--- src/rtl/core/cfltm_pkg.sv ---
// Shared types, codes and constants for the CFL timestep reduction core.
`timescale 1ns / 1ps

package cfltm_pkg;

    localparam int unsigned FRAC_BITS_DEF = 16;
    localparam logic [31:0] ALL_ONES      = 32'hFFFF_FFFF;
    localparam logic [31:0] COEFF_RESET   = 32'd19661;

    // divisor chosen for the shared divide/sqrt unit
    typedef enum logic [1:0] {
        DEN_CS,
        DEN_TOT,
        DEN_GRV
    } den_sel_t;

    // operand pair for the multiplier
    typedef enum logic {
        MUL_FORCE,
        MUL_COEFF
    } mul_sel_t;

    typedef struct packed {
        logic     load;
        logic     div_start;
        logic     sqrt_start;
        den_sel_t den_sel;
        logic     mul_start;
        mul_sel_t mul_sel;
        logic     fold_sound;
        logic     fold_accel;
        logic     emit;
    } cmd_t;

    typedef struct packed {
        logic iter_done;
        logic ghost;
        logic last;
        logic cs_nz;
        logic at_nz;
        logic ag_nz;
    } status_t;

endpackage

--- src/rtl/core/cfltm_ctrl.sv ---
// Sequencer for one particle item: divides, square roots, folds, final emit.
`timescale 1ns / 1ps

module cfltm_ctrl
    import cfltm_pkg::*;
(
    input  logic    clk,
    input  logic    rst_n,
    input  logic    start,
    output logic    busy,
    input  status_t status,
    output cmd_t    cmd
);

    typedef enum logic [3:0] {
        S_IDLE,
        S_SND_START,
        S_SND_WAIT,
        S_SND_FOLD,
        S_TOT_START,
        S_GRV_START,
        S_ACC_DIV_WAIT,
        S_ACC_SQRT_START,
        S_ACC_SQRT_WAIT,
        S_ACC_MUL,
        S_ACC_FOLD,
        S_FIN_START,
        S_EMIT
    } state_t;

    state_t state_reg, state_next;
    logic   grv_pass_reg, grv_pass_next;

    always_comb
    begin
        state_next    = state_reg;
        grv_pass_next = grv_pass_reg;
        cmd           = '0;
        cmd.den_sel   = DEN_CS;
        cmd.mul_sel   = MUL_FORCE;
        unique case (state_reg)
            S_IDLE:
            begin
                if (start)
                begin
                    cmd.load   = 1'b1;
                    state_next = S_SND_START;
                end
            end
            S_SND_START:
            begin
                if (!status.ghost && status.cs_nz)
                begin
                    cmd.div_start = 1'b1;
                    cmd.den_sel   = DEN_CS;
                    state_next    = S_SND_WAIT;
                end
                else
                begin
                    state_next = S_TOT_START;
                end
            end
            S_SND_WAIT:
            begin
                if (status.iter_done)
                    state_next = S_SND_FOLD;
            end
            S_SND_FOLD:
            begin
                cmd.fold_sound = 1'b1;
                state_next     = S_TOT_START;
            end
            S_TOT_START:
            begin
                grv_pass_next = 1'b0;
                if (!status.ghost && status.at_nz)
                begin
                    cmd.div_start = 1'b1;
                    cmd.den_sel   = DEN_TOT;
                    state_next    = S_ACC_DIV_WAIT;
                end
                else
                begin
                    state_next = S_GRV_START;
                end
            end
            S_GRV_START:
            begin
                grv_pass_next = 1'b1;
                if (!status.ghost && status.ag_nz)
                begin
                    cmd.div_start = 1'b1;
                    cmd.den_sel   = DEN_GRV;
                    state_next    = S_ACC_DIV_WAIT;
                end
                else
                begin
                    state_next = S_FIN_START;
                end
            end
            S_ACC_DIV_WAIT:
            begin
                if (status.iter_done)
                    state_next = S_ACC_SQRT_START;
            end
            S_ACC_SQRT_START:
            begin
                cmd.sqrt_start = 1'b1;
                state_next     = S_ACC_SQRT_WAIT;
            end
            S_ACC_SQRT_WAIT:
            begin
                if (status.iter_done)
                    state_next = S_ACC_MUL;
            end
            S_ACC_MUL:
            begin
                cmd.mul_start = 1'b1;
                cmd.mul_sel   = MUL_FORCE;
                state_next    = S_ACC_FOLD;
            end
            S_ACC_FOLD:
            begin
                cmd.fold_accel = 1'b1;
                state_next     = grv_pass_reg ? S_FIN_START : S_GRV_START;
            end
            S_FIN_START:
            begin
                if (status.last)
                begin
                    cmd.mul_start = 1'b1;
                    cmd.mul_sel   = MUL_COEFF;
                    state_next    = S_EMIT;
                end
                else
                begin
                    state_next = S_IDLE;
                end
            end
            S_EMIT:
            begin
                cmd.emit   = 1'b1;
                state_next = S_IDLE;
            end
            default:
            begin
                state_next = S_IDLE;
            end
        endcase
    end

    assign busy = (state_reg != S_IDLE);

    always_ff @(posedge clk or negedge rst_n)
    begin
        if (!rst_n)
        begin
            state_reg    <= S_IDLE;
            grv_pass_reg <= 1'b0;
        end
        else
        begin
            state_reg    <= state_next;
            grv_pass_reg <= grv_pass_next;
        end
    end

endmodule

--- src/rtl/core/cfltm_dpath.sv ---
// Datapath: operand latches, shared divide/sqrt unit, multiplier, minima, result.
`timescale 1ns / 1ps

module cfltm_dpath
    import cfltm_pkg::*;
#(
    parameter int unsigned FRAC_BITS = FRAC_BITS_DEF
)
(
    input  logic        clk,
    input  logic        rst_n,
    input  cmd_t        cmd,
    output status_t     status,
    input  logic        cfg_wr,
    input  logic [31:0] cfg_data,
    input  logic        ghost,
    input  logic [31:0] smoothing_length,
    input  logic [31:0] sound_speed,
    input  logic signed [31:0] total_accel,
    input  logic signed [31:0] gravity_accel,
    input  logic        last_particle,
    output logic [31:0] timestep,
    output logic        done
);

    localparam int unsigned NW  = 32 + FRAC_BITS;             // dividend / radicand width
    localparam int unsigned SW  = NW + (NW % 2);              // radicand padded to even
    localparam int unsigned HW  = SW / 2;                     // root width
    localparam int unsigned RW  = (HW + 3 > 33) ? HW + 3 : 33; // partial remainder width
    localparam int unsigned CW  = $clog2(NW + 1);
    localparam logic [31:0] FORCE_C =
        32'(((64'd3 << FRAC_BITS) + 64'd5) / 64'd10);

    // latched item
    logic [31:0] h_reg, cs_reg, at_reg, ag_reg;
    logic        ghost_reg, last_reg;

    // shared iterative unit
    logic          run_reg, sqrt_mode_reg, iter_done_reg;
    logic [CW-1:0] cnt_reg;
    logic [SW-1:0] opnd_reg;
    logic [RW-1:0] rem_reg;
    logic [NW-1:0] quo_reg;
    logic [31:0]   den_reg;
    logic [31:0]   res_reg;

    logic [RW-1:0] step_in, subtr;
    logic [RW:0]   diff;
    logic          ge;
    logic [RW-1:0] rem_next;
    logic [NW-1:0] quo_next;
    logic [31:0]   quo_sat;

    // multiplier and reduction
    logic [31:0] coeff_reg, min_hcs_reg, min_acc_reg;
    logic [31:0] timestep_reg;
    logic        done_reg;
    logic [31:0] mul_a, mul_b, den_mux;
    logic [63:0] prod_reg, prod_sh;
    logic [31:0] prod_sat, ds, dt;

    function automatic logic [31:0] mag32(input logic [31:0] v);
        return v[31] ? (~v + 32'd1) : v;
    endfunction

    assign status.iter_done = iter_done_reg;
    assign status.ghost     = ghost_reg;
    assign status.last      = last_reg;
    assign status.cs_nz     = (cs_reg != 32'd0);
    assign status.at_nz     = (at_reg != 32'd0);
    assign status.ag_nz     = (ag_reg != 32'd0);

    always_comb
    begin
        case (cmd.den_sel)
            DEN_CS:  den_mux = cs_reg;
            DEN_TOT: den_mux = at_reg;
            DEN_GRV: den_mux = ag_reg;
            default: den_mux = cs_reg;
        endcase
    end

    // one restoring step: a bit of quotient or a bit of root
    always_comb
    begin
        if (sqrt_mode_reg)
        begin
            step_in = {rem_reg[RW-3:0], opnd_reg[SW-1:SW-2]};
            subtr   = {quo_reg[RW-3:0], 2'b01};
        end
        else
        begin
            step_in = {rem_reg[RW-2:0], opnd_reg[SW-1]};
            subtr   = {{(RW-32){1'b0}}, den_reg};
        end
        diff     = {1'b0, step_in} - {1'b0, subtr};
        ge       = ~diff[RW];
        rem_next = ge ? diff[RW-1:0] : step_in;
        quo_next = {quo_reg[NW-2:0], ge};
        quo_sat  = (|quo_next[NW-1:32]) ? ALL_ONES : quo_next[31:0];
    end

    always_comb
    begin
        case (cmd.mul_sel)
            MUL_FORCE:
            begin
                mul_a = res_reg;
                mul_b = FORCE_C;
            end
            MUL_COEFF:
            begin
                mul_a = coeff_reg;
                mul_b = min_hcs_reg;
            end
            default:
            begin
                mul_a = res_reg;
                mul_b = FORCE_C;
            end
        endcase
    end

    assign prod_sh  = prod_reg >> FRAC_BITS;
    assign prod_sat = (|prod_sh[63:32]) ? ALL_ONES : prod_sh[31:0];
    assign ds       = (min_hcs_reg == ALL_ONES) ? ALL_ONES : prod_sat;
    assign dt       = (ds < min_acc_reg) ? ds : min_acc_reg;

    // control state
    always_ff @(posedge clk or negedge rst_n)
    begin
        if (!rst_n)
        begin
            run_reg       <= 1'b0;
            sqrt_mode_reg <= 1'b0;
            iter_done_reg <= 1'b0;
            cnt_reg       <= '0;
            coeff_reg     <= COEFF_RESET;
            min_hcs_reg   <= ALL_ONES;
            min_acc_reg   <= ALL_ONES;
            done_reg      <= 1'b0;
        end
        else
        begin
            // pulse on the cycle after the last iteration
            iter_done_reg <= run_reg && (cnt_reg == CW'(1))
                             && !cmd.div_start && !cmd.sqrt_start;
            done_reg      <= cmd.emit;
            if (cfg_wr)
                coeff_reg <= cfg_data;
            if (cmd.div_start)
            begin
                run_reg       <= 1'b1;
                sqrt_mode_reg <= 1'b0;
                cnt_reg       <= CW'(NW);
            end
            else if (cmd.sqrt_start)
            begin
                run_reg       <= 1'b1;
                sqrt_mode_reg <= 1'b1;
                cnt_reg       <= CW'(HW);
            end
            else if (run_reg)
            begin
                cnt_reg <= cnt_reg - CW'(1);
                if (cnt_reg == CW'(1))
                    run_reg <= 1'b0;
            end
            if (cmd.emit)
            begin
                min_hcs_reg <= ALL_ONES;
                min_acc_reg <= ALL_ONES;
            end
            else
            begin
                if (cmd.fold_sound && (res_reg < min_hcs_reg))
                    min_hcs_reg <= res_reg;
                if (cmd.fold_accel && (prod_sat < min_acc_reg))
                    min_acc_reg <= prod_sat;
            end
        end
    end

    // payload
    always_ff @(posedge clk)
    begin
        if (cmd.load)
        begin
            ghost_reg <= ghost;
            last_reg  <= last_particle;
            h_reg     <= smoothing_length;
            cs_reg    <= sound_speed;
            at_reg    <= mag32(total_accel);
            ag_reg    <= mag32(gravity_accel);
        end
        if (cmd.div_start)
        begin
            opnd_reg <= {h_reg, {(SW-32){1'b0}}};
            den_reg  <= den_mux;
            rem_reg  <= '0;
            quo_reg  <= '0;
        end
        else if (cmd.sqrt_start)
        begin
            opnd_reg <= SW'({res_reg, {FRAC_BITS{1'b0}}});
            rem_reg  <= '0;
            quo_reg  <= '0;
        end
        else if (run_reg)
        begin
            opnd_reg <= sqrt_mode_reg ? {opnd_reg[SW-3:0], 2'b00}
                                      : {opnd_reg[SW-2:0], 1'b0};
            rem_reg  <= rem_next;
            quo_reg  <= quo_next;
            if (cnt_reg == CW'(1))
                res_reg <= quo_sat;
        end
        if (cmd.mul_start)
            prod_reg <= {32'd0, mul_a} * {32'd0, mul_b};
        if (cmd.emit)
            timestep_reg <= dt;
    end

    assign timestep = timestep_reg;
    assign done     = done_reg;

endmodule

--- src/rtl/core/cfl_timestep_min_reduction_core.sv ---
// Top level of the CFL timestep minimum reduction core.
`timescale 1ns / 1ps
//
// Usage
//   Particles enter one item at a time: an item is taken at a rising edge with
//   start high and busy low. busy stays high while the item is worked on.
//   Items not marked last_particle give no result; the one marked last gives
//   one result: timestep on the result port, qualified by done for exactly one
//   cycle. The receiver cannot stall, so a result is never held.
//   The sound coefficient is written through cfg_valid/cfg_data; cfg_ready is
//   always high. Write it only while busy is low.
// Operation (Q16.16 at the default FRAC_BITS of 16)
//   Every division and square root runs in one shared restoring unit, one
//   quotient or root bit per cycle. A full non-ghost particle with every
//   constraint active takes the sound division and fold, then for each
//   acceleration a division, square root, multiply and fold; a particle
//   marked last then adds the final multiply and emit step. A ghost skips
//   every division and square root. done and timestep are registered from
//   the emit step, and done may coincide with the next item being taken.
// Reset
//   Both running minima go to all ones and the coefficient to 19661; no
//   clearing pass is needed.

module cfl_timestep_min_reduction_core
    import cfltm_pkg::*;
#(
    parameter int unsigned FRAC_BITS = FRAC_BITS_DEF
)
(
    input  logic               clk,
    input  logic               rst_n,
    input  logic               start,
    output logic               busy,
    input  logic               ghost,
    input  logic [31:0]        smoothing_length,
    input  logic [31:0]        sound_speed,
    input  logic signed [31:0] total_accel,
    input  logic signed [31:0] gravity_accel,
    input  logic               last_particle,
    output logic [31:0]        timestep,
    output logic               done,
    input  logic               cfg_valid,
    output logic               cfg_ready,
    input  logic [31:0]        cfg_data
);

    cmd_t    cmd;
    status_t status;

    // the coefficient register accepts a write every cycle
    assign cfg_ready = 1'b1;

    cfltm_ctrl u_ctrl (
        .clk    (clk),
        .rst_n  (rst_n),
        .start  (start),
        .busy   (busy),
        .status (status),
        .cmd    (cmd)
    );

    cfltm_dpath #(
        .FRAC_BITS (FRAC_BITS)
    ) u_dpath (
        .clk              (clk),
        .rst_n            (rst_n),
        .cmd              (cmd),
        .status           (status),
        .cfg_wr           (cfg_valid && cfg_ready),
        .cfg_data         (cfg_data),
        .ghost            (ghost),
        .smoothing_length (smoothing_length),
        .sound_speed      (sound_speed),
        .total_accel      (total_accel),
        .gravity_accel    (gravity_accel),
        .last_particle    (last_particle),
        .timestep         (timestep),
        .done             (done)
    );

    // a taken item always occupies the sequencer in the next cycle
    a_accept_busy: assert property (@(posedge clk) disable iff (!rst_n)
        (start && !busy) |=> busy)
        else $error("item taken but sequencer not busy");

    // a result comes only out of the emit step of a running item
    a_done_from_busy: assert property (@(posedge clk) disable iff (!rst_n)
        done |-> $past(busy))
        else $error("result strobe without a running item");

    // at most one result per item: the done strobe is never repeated back to back
    a_done_single: assert property (@(posedge clk) disable iff (!rst_n)
        done |=> !done)
        else $error("result strobe repeated");

endmodule
--- config.mk ---
export PLATFORM = sky130hd
export DESIGN_NAME = cfl_timestep_min_reduction_core
export DESIGN_NICKNAME = d
export VERILOG_FILES = /design/src/rtl/core/cfltm_pkg.sv /design/src/rtl/core/cfltm_ctrl.sv /design/src/rtl/core/cfltm_dpath.sv /design/src/rtl/core/cfl_timestep_min_reduction_core.sv
export SDC_FILE = /design/constraint.sdc
export NUM_CORES = 2
export LEC_CHECK = 0
export BUFFER_PORTS_ARGS = -buffer_cell sky130_fd_sc_hd__buf_4
export CAP_MARGIN = 40
export CORE_MARGIN = 5
export CORE_UTILIZATION = 65
export CTS_CLUSTER_DIAMETER = 150
export DETAILED_ROUTE_END_ITERATION = 8
export GPL_ROUTABILITY_DRIVEN = 0
export PLACE_DENSITY = 0.82
export RECOVER_POWER = 100
export SETUP_SLACK_MARGIN = 0.1
export SLEW_MARGIN = 30
export SYNTH_ARGS = -nofsm -noshare
export SYNTH_HDL_FRONTEND = slang
export SYNTH_SLANG_ARGS = --single-unit
--- constraint.sdc ---
create_clock -name clk -period 14.8 [get_ports clk]
set_input_delay 2.96 -clock clk [delete_from_list [all_inputs] [get_ports clk]]
set_output_delay 2.96 -clock clk [all_outputs]
set_load 0.1 [all_outputs]
## Word-level counts from Yosys, hierarchy flattened

Index checks and enable logic that the tools add are counted.

| word-level totals | value |
|---|---|
| word-level logic and storage cells | 140 |
| output and inout port bits | 35 |
| register bits after elaboration | 528 |
| input bits | 166 |

| operators by class | value |
|---|---|
| $add $sub $neg | 4 |
| muxes and demuxes | 54 |
| equal/unequal tests | 20 |
| magnitude comparators | 3 |
| reduce and logical (&&, ||, !) cells | 26 |
| bitwise operators | 6 |
| multiply operators | 1 |

Operator list:

| kind | count |
|---|---|
| 32-bit 2-to-1 mux | 8 |
| 48-bit 2-to-1 mux | 4 |
| 32-bit case mux with 2 select lines | 3 |
| 32-bit less-than comparator | 3 |
| 32-bit nonzero test | 3 |
| 33-bit 2-to-1 mux | 2 |
| 32-bit by 1-bit adder with 32-bit output (second input constant) | 2 |
| 32-bit by 32-bit multiplier with 64-bit output | 1 |
| 32-bit NOT | 2 |
| 31-bit 2-to-1 mux | 2 |
| 4-bit case mux with 12 select lines | 1 |
| 33-bit by 33-bit subtractor with 34-bit output | 1 |
| 32-bit equality test (second input constant) | 1 |
| 16-bit OR reduction | 2 |
| 4-bit 2-to-1 mux | 7 |
| 4-bit equality test (second input constant) | 5 |
| 6-bit 2-to-1 mux | 3 |
| 4-bit by 3-bit equality test with 1-bit output (second input constant) | 4 |
| 1-bit 2-to-1 mux | 16 |
| 4-bit by 2-bit equality test with 1-bit output (second input constant) | 2 |
| 1-bit logical AND | 8 |
| 2-bit case mux with 2 select lines | 2 |
| 4-bit AND reduction | 2 |
| 2-bit nonzero test | 4 |
| 17 further kinds | 26 |

## Longest topological paths before layout

| logic depth | value |
|---|---|
| word-level depth | 7 |
| depth in mapped cells | 32 |

## Cells and area by module

A second synthesis with hierarchy kept.

| second synthesis, totals | value |
|---|---|
| cells, all modules | 6032 |
| area, all modules | 58439.8 um^2 |

Modules (own cells, without submodules):

| module | times used | area each (um^2) | cells an instance |
|---|---|---|---|
| cfltm_dpath | 1 | 57950.6 | 5968 |
| cfltm_ctrl | 1 | 478.0 | 62 |
| cfl_timestep_min_reduction_core | 1 | 11.3 | 2 |

## Worst setup path after synthesis

Ideal clock, no wire load.

| timing | value |
|---|---|
| path kind | register to register |
| start | register u_ctrl.state_reg[2] |
| end | register u_dpath.prod_reg[59] (data pin) |
| cell stages (with the launch flop) | 29 |
| clock period less this slack | 8.273 ns |
| arrival time | 8.013 ns |
| path slack | 6.527 ns |
| path through | dfrtp_1 -> nand3b_4 -> or2_2 -> clkbuf_1 -> clkbuf_1 -> nor2_1 -> clkbuf_1 -> nand2_1 -> fa_1 -> fa_1 -> inv_1 -> fa_1 -> fa_1 -> fa_1 -> fa_1 -> fa_1 -> inv_1 -> fa_1 -> inv_1 -> ha_1 -> nand4_1 -> nor4_1 -> nor3b_1 -> a21oi_2 -> o31ai_1 -> nand3_1 -> a21oi_1 -> o221ai_1 -> xnor2_1 |

| between the ends | value |
|---|---|
| word-level cells in the longest chain between the ends | 5 |
| elaborated cells on any way between the ends | 7 |

Ends and longest elaborated chain:

| item | line | source |
|---|---|---|
| start: declaration | cfltm_ctrl.sv:31 | `state_t state_reg, state_next;` |
| start signal: assignment | cfltm_ctrl.sv:163 | `state_reg <= state_next;` |
| 4-bit equality test | cfltm_ctrl.sv:41 | `unique case (state_reg)` |
| 2-bit case mux with 2 select lines * | cfltm_ctrl.sv:41 |  |
| 1-bit NOT | cfltm_dpath.sv:105 | `case (cmd.mul_sel)` |
| 32-bit case mux with 2 select lines | cfltm_dpath.sv:105 |  |
| 32-bit by 32-bit multiplier with 64-bit output * | cfltm_dpath.sv:219 | `prod_reg <= {32'd0, mul_a} * {32'd0, mul_b};` |
| end signal: assignment | cfltm_dpath.sv:219 |  |
| end: declaration | cfltm_dpath.sv:59 | `logic [63:0] prod_reg, prod_sh;` |

Mark *: on every way between the ends. The rest lies on a longest branch, timed or not.
A chain may end at the register's enable or synchronous reset.

## Final worst setup path

| timing | value |
|---|---|
| start | register u_ctrl.state_reg[1] |
| end | register u_dpath.prod_reg[62] (data pin) |

Same word-level chain as after synthesis.

==> results.ini <==
[status]
status = complete, but fails checks
violations = max-capacitance violations, max-slew violations

[power]
seq_power_share = 0.217
switchingPower_mw = 7.20
ir_worst_vdd_v = 0.000330
power_mw = 14.0
pwr-share-clk = 0.100
power_density_mw_per_mm2 = 223
p_sw_frac = 0.514
leakage_nw = 30.4
p_comb_frac = 0.684
internal-power_mw = 6.80

[setup_path]
worstPathMaxFanout = 66
critPathKind = flop to flop
crit_arrival_ns = 12.63
cp-start-kind = flop
crit_path_end_kind = flop
required_ns = 15.22

[drt]
routed_via_density = 6.30
drt_iter0_markers = 4830
first_pass_iters = 7
vias = 46300
drt-total-wl_mm = 172
drc = 0
wire_per_inst_um = 23.4
drtAntennaViolNets = 0

[synthesis]
ys_ff_latch = 496
ys.flop_type = edfxtp_1
synth_edf_count = 306
synth_cell_types = 80
synth-seq-area-share = 0.232
async_flop_share = 0.224
synthesis.nets = 7600
synth_warnings = 0
synth.cell_area_mm2 = 0.0589
syn_inst = 6146
syn_avg_cell_area_um2 = 9.58

[timing]
finalClockSkew_ns = 0.0434
rsz0062_at_grt = false
hold_viol_final = 0
setup_ws_ns = 2.59
period_share = 0.825
worst_pin_slew_ns = 4.35
period_minus_slack_ns = 12.21
clock.fmax_mhz = 81.9
setup_viol = 0
slew_viol_final = 958
slew_headroom = -1.90
fin_setup_tns_ns = 0

[floorplan]
rows = 110
die_w_um = 311
die_h_um = 311
ios = 201
coreArea_mm2 = 0.0900
die-area_mm2 = 0.0967
start_util = 0.654

[cts]
cts_root_buf = clkbuf_16
clock_sinks = 496
cts_buffers = 55
cts_resized = 0
cts_hold_buf = 0
path_clk_slew_ns = 0.07
post_cts_buffers = 0
insertion_delay_ns = 0.69
cts_tree = yes
htree_levels = 2
clock_path_buffers = 3

[final_layout]
drive_gt1_frac = 0.0849
nets = 7580
largest_reg_flops = 48
area_delta_synth_final_pct = 6.71

[global_route]
grt_antenna_before_repair = 9
grt_pass1_wl_mm = 269
track_usage = 0.354
grt_max_degree = 218
grt_pass1_vias = 48700
grt_overflow = 0

[place]
hpwl_mm = 129
numPortBuffers = 199
place_ws_ns = 4.83

[worst_hold_path]
hold_path_class = flop to flop

[flow_run]
drv_cap = 20

==> synth_stat cells (106+ instances only) <==
master | count | area share
inv_1 | 1002 | 0.064
nand2_1 | 931 | 0.059
fa_1 | 896 | 0.30
and3_1 | 438 | 0.047
ha_1 | 392 | 0.083
clkbuf_1 | 333 | 0.021
edfxtp_1 | 306 | 0.16
nor2_1 | 232 | 0.015
a21oi_1 | 195 | 0.017
o21ai_0 | 159 | 0.014
mux2i_1 | 130 | 0.022
xnor2_1 | 106 | 0.016
==> per-stage QoR <==
| stage | utilization | cells | instance area [um2] | hold slack (ns) |
|---|---|---|---|---|
| 6_report | 0.698 | 7359 | 62800 | 0.484 |
| 5_1_grt | 0.698 | 7350 | 62800 | 0.523 |
| 4_1_cts | 0.702 | 7347 | 63200 | 0.488 |
| 3_5_place_dp | 0.681 | 7243 | 61300 | 0.479 |
| 3_3_place_gp | 0.679 | 7231 | 61100 | 0.474 |
| 2_1_floorplan | - | 6146 | 58900 | 0.452 |
==> metal layers <==
layer | global-route usage | share of wire | vias up
met5 | 0 | 0.00017 | -
met4 | 0.209 | 0.076 | 4
met3 | 0.111 | 0.12 | 827
met2 | 0.567 | 0.46 | 2935
met1 | 0.424 | 0.34 | 22700
li1 | - | - | 19900
==> layout make-up <==
| class | count | area, um2 |
|---|---|---|
| Clock buffer | 75 | 1550 |
| Multi-Input combinational cell | 4287 | 40100 |
| Inverter | 1002 | 3760 |
| Antenna cell | 10 | 25.0 |
| Fill cell | 6592 | 27200 |
| Clock inverter | 29 | 289 |
| Tap cell | 1176 | 1470 |
| Timing Repair Buffer | 284 | 1970 |
| Sequential cell | 496 | 13600 |
==> critical path, stage by stage (launching register included) <==
cell and delay [ns]:
dfrtp_1 0.55, nand2_1 0.28, or2_2 0.16, clkbuf_1 2.17
nand2_1 1.14, a21boi_0 0.39, fa_1 0.57, inv_1 0.05
fa_1 0.49, inv_1 0.06, fa_1 0.47, inv_1 0.04
ha_1 0.19, ha_1 0.30, ha_1 0.28, ha_1 0.30
fa_1 0.46, ha_1 0.32, a211oi_1 0.30, nand2_1 0.08
o21ai_0 0.91, o22ai_1 0.36, o31ai_2 0.81, o21ai_2 0.22
o31ai_2 0.50, o41ai_1 0.20, a21oi_1 0.21, xnor2_1 0.10
==> power groups by stage <==
stage / clock network, mW / logic (mW) / registers (mW)
4_1_cts: 1.41 / 9.47 / 2.95
2_1_floorplan: 0 / 6.81 / 2.57
3_5_place_dp: 0 / 9.40 / 2.97
6_report: 1.39 / 9.58 / 3.03
3_3_place_gp: 0 / 9.06 / 2.96
5_1_grt: 1.47 / 10.5 / 3.03
==> cells by family (layout without fill, tap and decap cells) <==
group | after synthesis | count (layout) | synth area share
buffers and inverters | 1363 | 1390 | 0.0877
AO/OA/AOI/OAI | 729 | 729 | 0.0794
AND/OR/NAND/NOR | 1911 | 1911 | 0.153
XOR/XNOR | 136 | 136 | 0.0202
flip-flops | 496 | 496 | 0.232
adder cells (fa/ha/maj) | 1288 | 1288 | 0.388
multiplexers | 222 | 222 | 0.0397
other | 1 | 11 | 0.0000637
==> final timing paths <==
| path | startpoint | to | slack, ns | cells past startpoint |
|---|---|---|---|---|
| hold / removal | u_dpath.rem_reg[18] | u_dpath.rem_reg[18] | 0.48 | 2 |
| min in group asynchronous | rst_n | u_dpath.done | 3.04 | 1 |
| setup / recovery | u_ctrl.state_reg[1] | u_dpath.prod_reg[62] | 2.59 | 27 |
| hold reg to reg | u_dpath.rem_reg[18] | u_dpath.rem_reg[18] | 0.48 | 2 |
| setup reg to reg | u_ctrl.state_reg[1] | u_dpath.prod_reg[62] | 2.59 | 27 |
| max in group asynchronous | rst_n | u_dpath.run_reg | 6.04 | 2 |
==> cell usage in the layout (no fill, tap or decap), types with 13 or more instances in the layout <==
cell type	n
a211oi_1	33
a21boi_0	35
a21o_1	74
a21oi_1	194
a22oi_1	33
a31oi_1	13
and2_1	19
and3_1	438
buf_4	147
clkbuf_1	81
clkbuf_16	57
clkbuf_4	60
dfrtp_1	38
dfstp_2	72
dfxtp_1	79
edfxtp_1	306
fa_1	896
ha_1	391
inv_1	1002
mux2_2	82
mux2i_1	130
nand2_1	931
nand2b_1	18
nand3_1	45
nand4_1	51
nor2_1	220
nor2b_1	28
nor3_1	29
nor4_1	39
o211ai_1	69
o21ai_0	168
o21bai_1	16
o31ai_1	17
o41ai_1	13
or2_2	37
or3_1	15
xnor2_1	106
xor2_1	30
(Power assumes the default switching activity.)
